### config.mk
export PLATFORM = sky130hd
export DESIGN_NAME = fsla_div
export DESIGN_NICKNAME = d
export VERILOG_FILES = /design/src/rtl/core/fixed_slice_free_list_allocator_unit_assert.svh /design/src/rtl/core/fsla_pkg.sv /design/src/rtl/core/fsla_div.sv
export SDC_FILE = /design/constraint.sdc
export NUM_CORES = 1
export LEC_CHECK = 0
export ABC_AREA = 1
export BUFFER_PORTS_ARGS = -buffer_cell sky130_fd_sc_hd__buf_2
export CORE_UTILIZATION = 58
export CTS_CLUSTER_DIAMETER = 60
export DETAILED_ROUTE_END_ITERATION = 10
export GPL_ROUTABILITY_DRIVEN = 0
export GPL_TIMING_DRIVEN = 0
export PLACE_DENSITY = 0.92
export SETUP_SLACK_MARGIN = 0.15
export SLEW_MARGIN = 30
export SYNTH_ARGS = -nofsm -noshare
export SYNTH_HDL_FRONTEND = slang
export SYNTH_SLANG_ARGS = --single-unit
export TNS_END_PERCENT = 1
### constraint.sdc
create_clock -name clock -period 4.4 [get_ports clock]
set_input_delay 0.66 -clock clock [delete_from_list [all_inputs] [get_ports clock]]
set_output_delay 0.66 -clock clock [all_outputs]
set_load 0.02 [all_outputs]
### src/rtl/core/fixed_slice_free_list_allocator_unit_assert.svh
// Assertion macros for the slice allocator
`ifndef FIXED_SLICE_FREE_LIST_ALLOCATOR_UNIT_ASSERT_SVH
`define FIXED_SLICE_FREE_LIST_ALLOCATOR_UNIT_ASSERT_SVH

`ifndef SYNTHESIS

`define FSLA_ASSERT(lbl, clk, rst, prop) \
   lbl: assert property (@(posedge clk) disable iff (rst) (prop)) \
      else $error("fsla: invariant violated");

`define FSLA_ASSERT_IMP(lbl, clk, rst, ante, cons) \
   lbl: assert property (@(posedge clk) disable iff (rst) (ante) |-> (cons)) \
      else $error("fsla: implication violated");

`else

`define FSLA_ASSERT(lbl, clk, rst, prop)

`define FSLA_ASSERT_IMP(lbl, clk, rst, ante, cons)

`endif

`endif

### src/rtl/core/fsla_pkg.sv
package fsla_pkg;

   localparam int MAX_SLICES_DEF  = 4096;
   localparam int ALIGN_BYTES_DEF = 8;

   localparam int HEADER_BYTES      = 8;
   localparam int SMALL_CHUNK_BYTES = 8192;
   localparam int LARGE_CHUNK_BYTES = 32768;
   localparam int SMALL_SLICE_LIMIT = 256;

   localparam int KIND_W        = 2;
   localparam int INDEX_W       = 12;
   localparam int COUNT_W       = 16;
   localparam int SLICE_BYTES_W = 16;
   localparam int MIN_SLICES_W  = 13;
   localparam int SIZE_W        = SLICE_BYTES_W + 1;
   localparam int QUOT_W        = 15;
   localparam int CSR_INDEX_W   = 1;
   localparam int CSR_DATA_W    = 16;

   localparam logic [QUOT_W-1:0] SMALL_DIVIDEND = QUOT_W'(SMALL_CHUNK_BYTES - HEADER_BYTES);
   localparam logic [QUOT_W-1:0] LARGE_DIVIDEND = QUOT_W'(LARGE_CHUNK_BYTES - HEADER_BYTES);

   localparam logic [SLICE_BYTES_W-1:0] SLICE_BYTES_RESET = SLICE_BYTES_W'(64);

   typedef enum logic [KIND_W-1:0] {
      KIND_ALLOC = 2'd0,
      KIND_FREE  = 2'd1,
      KIND_CLEAR = 2'd2
   } kind_type;

   typedef enum logic [CSR_INDEX_W-1:0] {
      CSR_SLICE_BYTES = 1'd0,
      CSR_MIN_SLICES  = 1'd1
   } csr_index_type;

   typedef enum logic {
      ERR_NONE     = 1'b0,
      ERR_CAPACITY = 1'b1
   } error_type;

   typedef enum logic [3:0] {
      ST_IDLE,
      ST_SIZE,
      ST_DIV,
      ST_CHECK,
      ST_GROW,
      ST_POP,
      ST_POP_WAIT,
      ST_FREE,
      ST_RESPOND
   } state_type;

   typedef struct packed {
      logic              start;
      logic [QUOT_W-1:0] dividend;
      logic [QUOT_W-1:0] divisor;
   } div_req_type;

   typedef struct packed {
      logic              busy;
      logic              done;
      logic [QUOT_W-1:0] quotient;
   } div_rsp_type;

endpackage

### src/rtl/core/fsla_div.sv
// Restoring divider, one quotient bit per cycle
module fsla_div import fsla_pkg::*; (
   input  logic        clock,
   input  logic        reset,
   input  div_req_type div_req,
   output div_rsp_type div_rsp
);

   localparam int CNT_W = $clog2(QUOT_W + 1);

   logic              busy_ff;
   logic              done_ff;
   logic [CNT_W-1:0]  cnt_ff;
   logic [QUOT_W-1:0] rem_ff;
   logic [QUOT_W-1:0] quo_ff;
   logic [QUOT_W-1:0] dvs_ff;

   logic [QUOT_W:0]   trial;
   logic [QUOT_W:0]   diff;
   logic              fits;

   assign trial = {rem_ff, quo_ff[QUOT_W-1]};
   assign fits  = trial >= {1'b0, dvs_ff};
   assign diff  = trial - {1'b0, dvs_ff};

   always_ff @(posedge clock) begin
      if (reset) begin
         busy_ff <= 1'b0;
         done_ff <= 1'b0;
         cnt_ff  <= '0;
      end else begin
         done_ff <= 1'b0;
         if (div_req.start) begin
            busy_ff <= 1'b1;
            cnt_ff  <= CNT_W'(QUOT_W);
         end else if (busy_ff) begin
            cnt_ff <= cnt_ff - CNT_W'(1);
            if (cnt_ff == CNT_W'(1)) begin
               busy_ff <= 1'b0;
               done_ff <= 1'b1;
            end
         end
      end
   end

   always_ff @(posedge clock) begin
      if (div_req.start) begin
         rem_ff <= '0;
         quo_ff <= div_req.dividend;
         dvs_ff <= div_req.divisor;
      end else if (busy_ff) begin
         rem_ff <= fits ? diff[QUOT_W-1:0] : trial[QUOT_W-1:0];
         quo_ff <= {quo_ff[QUOT_W-2:0], fits};
      end
   end

   assign div_rsp.busy     = busy_ff;
   assign div_rsp.done     = done_ff;
   assign div_rsp.quotient = quo_ff;

endmodule

-- Word-level counts from Yosys, hierarchy flattened
Cells that the tools add are included.
- bits of input ports: 33
- register bits after elaboration: 51
- logic and storage cells: 22
- output and inout port bits: 17
- reductions and logical operators: 2
- equality and inequality tests: 1
- magnitude comparators: 1
- bitwise operators: 1
- add/sub/neg operators: 2
- mux-type cells: 9
- operator list (operator ; count):
    $mux 15 ; 3
    $ge 16x15->1 ; 1
    $sub 15x15->15 ; 1
    $mux 4 ; 2
    $eq 4x1->1 const B ; 1
    $mux 1 ; 4
    $sub 4x1->4 const B ; 1
    $reduce_or 3->1 ; 1
    $reduce_bool 2->1 ; 1
    $not 1->1 ; 1

-- Depth between registers and ports, before layout
- depth in word-level cells: 4
- mapped depth: 14
- gate-level depth less buffers: 14

-- Worst setup path after synthesis
OpenSTA, ideal clock, no wires.
- kind: register -> register
- from: register quo_ff[14]
- to: register rem_ff[13]
- clock period less this slack: 2.074 ns
- path slack: 2.326 ns
- setup time: 0.112 ns
- required time: 4.288 ns
- cell stages (with the launch flop): 15
- path buffers: 1
- data arrival time: 1.962 ns
- path through: edfxtp_1 -> inv_1 -> ha_1 -> fa_1 -> inv_1 -> nand2_1 -> nand2_1 -> nand3_2 -> nand3_2 -> nand2_4 -> nand2_8 -> buf_12 -> nand3_2 -> nand2_1 -> nand2_1
- longest elaborated chain between the ends: 2
- elaborated cells between the ends (all ways): 3
- classes of those cells: add/sub: 1; order compare: 1; mux: 1
- RTL lines (what ; RTL line ; RTL):
    start, declared ; fsla_div.sv:15 ; logic [QUOT_W-1:0] quo_ff;
    start signal, assigned ; fsla_div.sv:49 ; quo_ff <= div_req.dividend;
    start signal, assigned ; fsla_div.sv:53 ; quo_ff <= {quo_ff[QUOT_W-2:0], fits};
    $sub 15x15->15 or $ge 16x15->1 (tied branches) ; fsla_div.sv:24, fsla_div.sv:23 ;
    $mux 15 (*) ; fsla_div.sv:52 ; rem_ff <= fits ? diff[QUOT_W-1:0] : trial[QUOT_W-1:0];
    end signal, assigned ; fsla_div.sv:52 ;
    end, declared ; fsla_div.sv:14 ; logic [QUOT_W-1:0] rem_ff;
Every way passes the cells marked *; elsewhere a longest branch is shown, timed or not.
A chain may end at the register's enable or synchronous reset.

-- Worst setup path after layout
- from: register quo_ff[14]
- to: register rem_ff[14]
Same word-level chain as after synthesis.

==> run summary <==
outcome = completed
worst slew pin tran = 0.733 ns
Final setup viols = 0
Site Rows = 26
Final Net Count = 520
synth cell count leaders = nand2_1, inv_1, nand3_1
reg2reg path depth = 14
Switching Power = 299 uW
syn_area_per_cell = 7.68 um2
drt via density = 5.29
Starting Density = 61.3%
global route overflow = 0
worst-path fanout max = 10
count leader, synth = nand2_1
Die X = 76.0 um
fill cell count = 393
Ys Warns = 0
internal power = 774 uW
flop2flop setup slack = 2.22 ns
PortBufs = 49
Mapped Cells = 413
drt drc = 0
CTS Buf Count = 5
Slew Limit Fails = 0
Area growth syn-to-layout = 14.0%
worst hold path class = flop to flop
final period utilization = 49.6%
Reg power frac = 51.9%
switching share of power = 27.9%
Synth area leaders = edfxtp_1, nand2_1, dfxtp_1
peak supply drop = 0.236 mV
Core Region = 0.00517 mm2
worst r2r src = quo_ff[14]
clk sink count = 51
Post-synth ARST share = 0%
HP Start = rem_ff[6]
initial antenna violation count = 0
cts hold-fix bufs = 0
Die H = 76.0 um
Crit Path Category = flop to flop
reg2reg end = rem_ff[14]
worst path required time = 4.61 ns
worst hold path depth = 2
Clock power frac = 31.7%
number of synthesized flops with an enable pin = 30
cell accounting for the most synthesized area = edfxtp_1
Register Area = 0.00132 mm2
Leak = 1.97 nW
startpoint class of the critical path = flop
via count = 2854
final setup TNS = 0 ns
Mapped Nets = 464
total die area = 0.00577 mm2
post-synth top area share = 28.4%
Total GRT Usage = 25.7%
post-CTS sizing = 0
drt wl/cell = 12.9 um
Slew headroom = 51.1%
flop and latch count out of synthesis = 51
CTS tree = yes
Setup Fix Bufs, Post-CTS = 0
vias in the first global route = 2821
Synth Cell Area = 0.00317 mm2
depth of the CTS H-tree = 2
CP endpoint kind = flop
Clock Path Buffers = 2
Antenna Cells = 0
combinational power share = 16.4%
CTS root buf = clkbuf_8
1st-pass router iterations = 5
DPL Wire Length = 5270 um
PwrDens = 297 mW/mm2
Worst EP arrival = 2.40 ns
num ports = 50
initial DRC count = 210
clock slew at reported path FFs = 0.10 ns
Worst Hold End = rem_ff[6]
RSZ-0062 raised after global routing = no
hold slack = 0.478 ns
Cell variety after synth = 36
shortest period the worst path allows = 2.18 ns
Total Wirelength = 6990 um
ANT nets after route = 0
layout cell share with drive strength beyond 1 = 18.5%
Main synth FF type = edfxtp_1
largest net degree at the start of global routing = 22
sequential element share of the synthesized area = 41.6%
clk_skew = 0.00744 ns
multi-input combinational cell area = 0.00150 mm2
first-pass GRT wire length = 11800 um
# Max-Cap Violations = 0
worst skew pair latency = 0.31 ns
Final Hold Viols = 0
fmax = 0.458 GHz
final core occ = 69.9%
==> cells by family after synthesis <==
family	synth area share (%)
and+or+nand+nor	33.9
AOI/OAI and AO/OA	4.22
buffers and inverters	11.2
DFF	41.6
adders and majority gates	7.33
xor gates and xnor gates	1.66
==> through the flow <==
step / worst slack [ns] / total power [mW] / area, um2 / instances
floorplan: 2.33 / 0.681 / 3170 / 413
global placement: 2.07 / 0.731 / 3510 / 532
detailed placement: 2.04 / 0.740 / 3510 / 532
CTS: 2.23 / 1.08 / 3620 / 540
global route: 2.07 / 1.12 / 3620 / 540
finish: 2.22 / 1.07 / 3620 / 540
==> power by group through the flow <==
| stage | Combinational, mW | Clock, mW | Sequential, mW |
|---|---|---|---|
| global route | 0.193 | 0.363 | 0.561 |
| finish | 0.176 | 0.340 | 0.557 |
| floorplan | 0.0986 | 0 | 0.582 |
| CTS | 0.175 | 0.344 | 0.557 |
| detailed placement | 0.174 | 0 | 0.567 |
| global placement | 0.166 | 0 | 0.565 |
==> critical path, cell delays in order, from the launching register on <==
cell	delay (ns)
edfxtp_1	0.36
inv_1	0.07
ha_1	0.23
fa_1	0.41
inv_1	0.12
nand2_1	0.06
nand2_1	0.09
nand3_2	0.08
nand3_2	0.10
nand2_4	0.12
nand2_8	0.11
buf_12	0.14
nand3_2	0.08
nand2_1	0.07
nand2_1	0.04
==> cell type report <==
cell class | instances | share of cell area, %
clock buffers | 6 | 2.01
well taps | 70 | 2.42
clock inverters | 2 | 1.07
plain buffers | 10 | 2.18
repair buffers | 49 | 6.78
flip-flops and latches | 51 | 36.5
multi-input cells | 278 | 41.3
inverters | 74 | 7.68
==> how the worst max path moves through the flow <==
stage                       endpoint         from
after floorplan           rem_ff[13]   quo_ff[14]
after global placement    quo_ff[10]  div_req[30]
after detailed placement  quo_ff[11]  div_req[30]
after CTS                 rem_ff[14]   quo_ff[14]
after global routing      rem_ff[13]   quo_ff[14]
final                     rem_ff[14]   quo_ff[14]
==> cells in the final DEF, fill, tap and decap left out, drive strengths merged <==
| cell | n |
|---|---|
| a21oi | 9 |
| a221oi | 1 |
| a31oi | 2 |
| and2 | 2 |
| and3 | 1 |
| buf | 56 |
| bufinv | 1 |
| clkbuf | 9 |
| clkinv | 1 |
| dfxtp | 21 |
| edfxtp | 30 |
| fa | 1 |
| ha | 17 |
| inv | 74 |
| nand2 | 157 |
| nand3 | 42 |
| nand3b | 4 |
| nand4 | 5 |
| nor2 | 19 |
| nor3 | 2 |
| o21ai | 9 |
| o31ai | 1 |
| xnor2 | 3 |
| xor2 | 3 |
==> state kept, by name, indices dropped and copies added (netlist names) <==
register / count
cnt_ff: 4
busy_ff: 1
quo_ff: 15
dvs_ff: 15
done_ff: 1
rem_ff: 15
==> metal layers <==
layer  track usage, %  routed length, um  up-vias
met5                0                  0        -
met2             46.0               3430      121
li1                 -                  -     1411
met1             28.3               2920     1294
met3             5.42                364       28
met4             14.2                266        0
No activity file was read; power rests on OpenSTA's default activity.
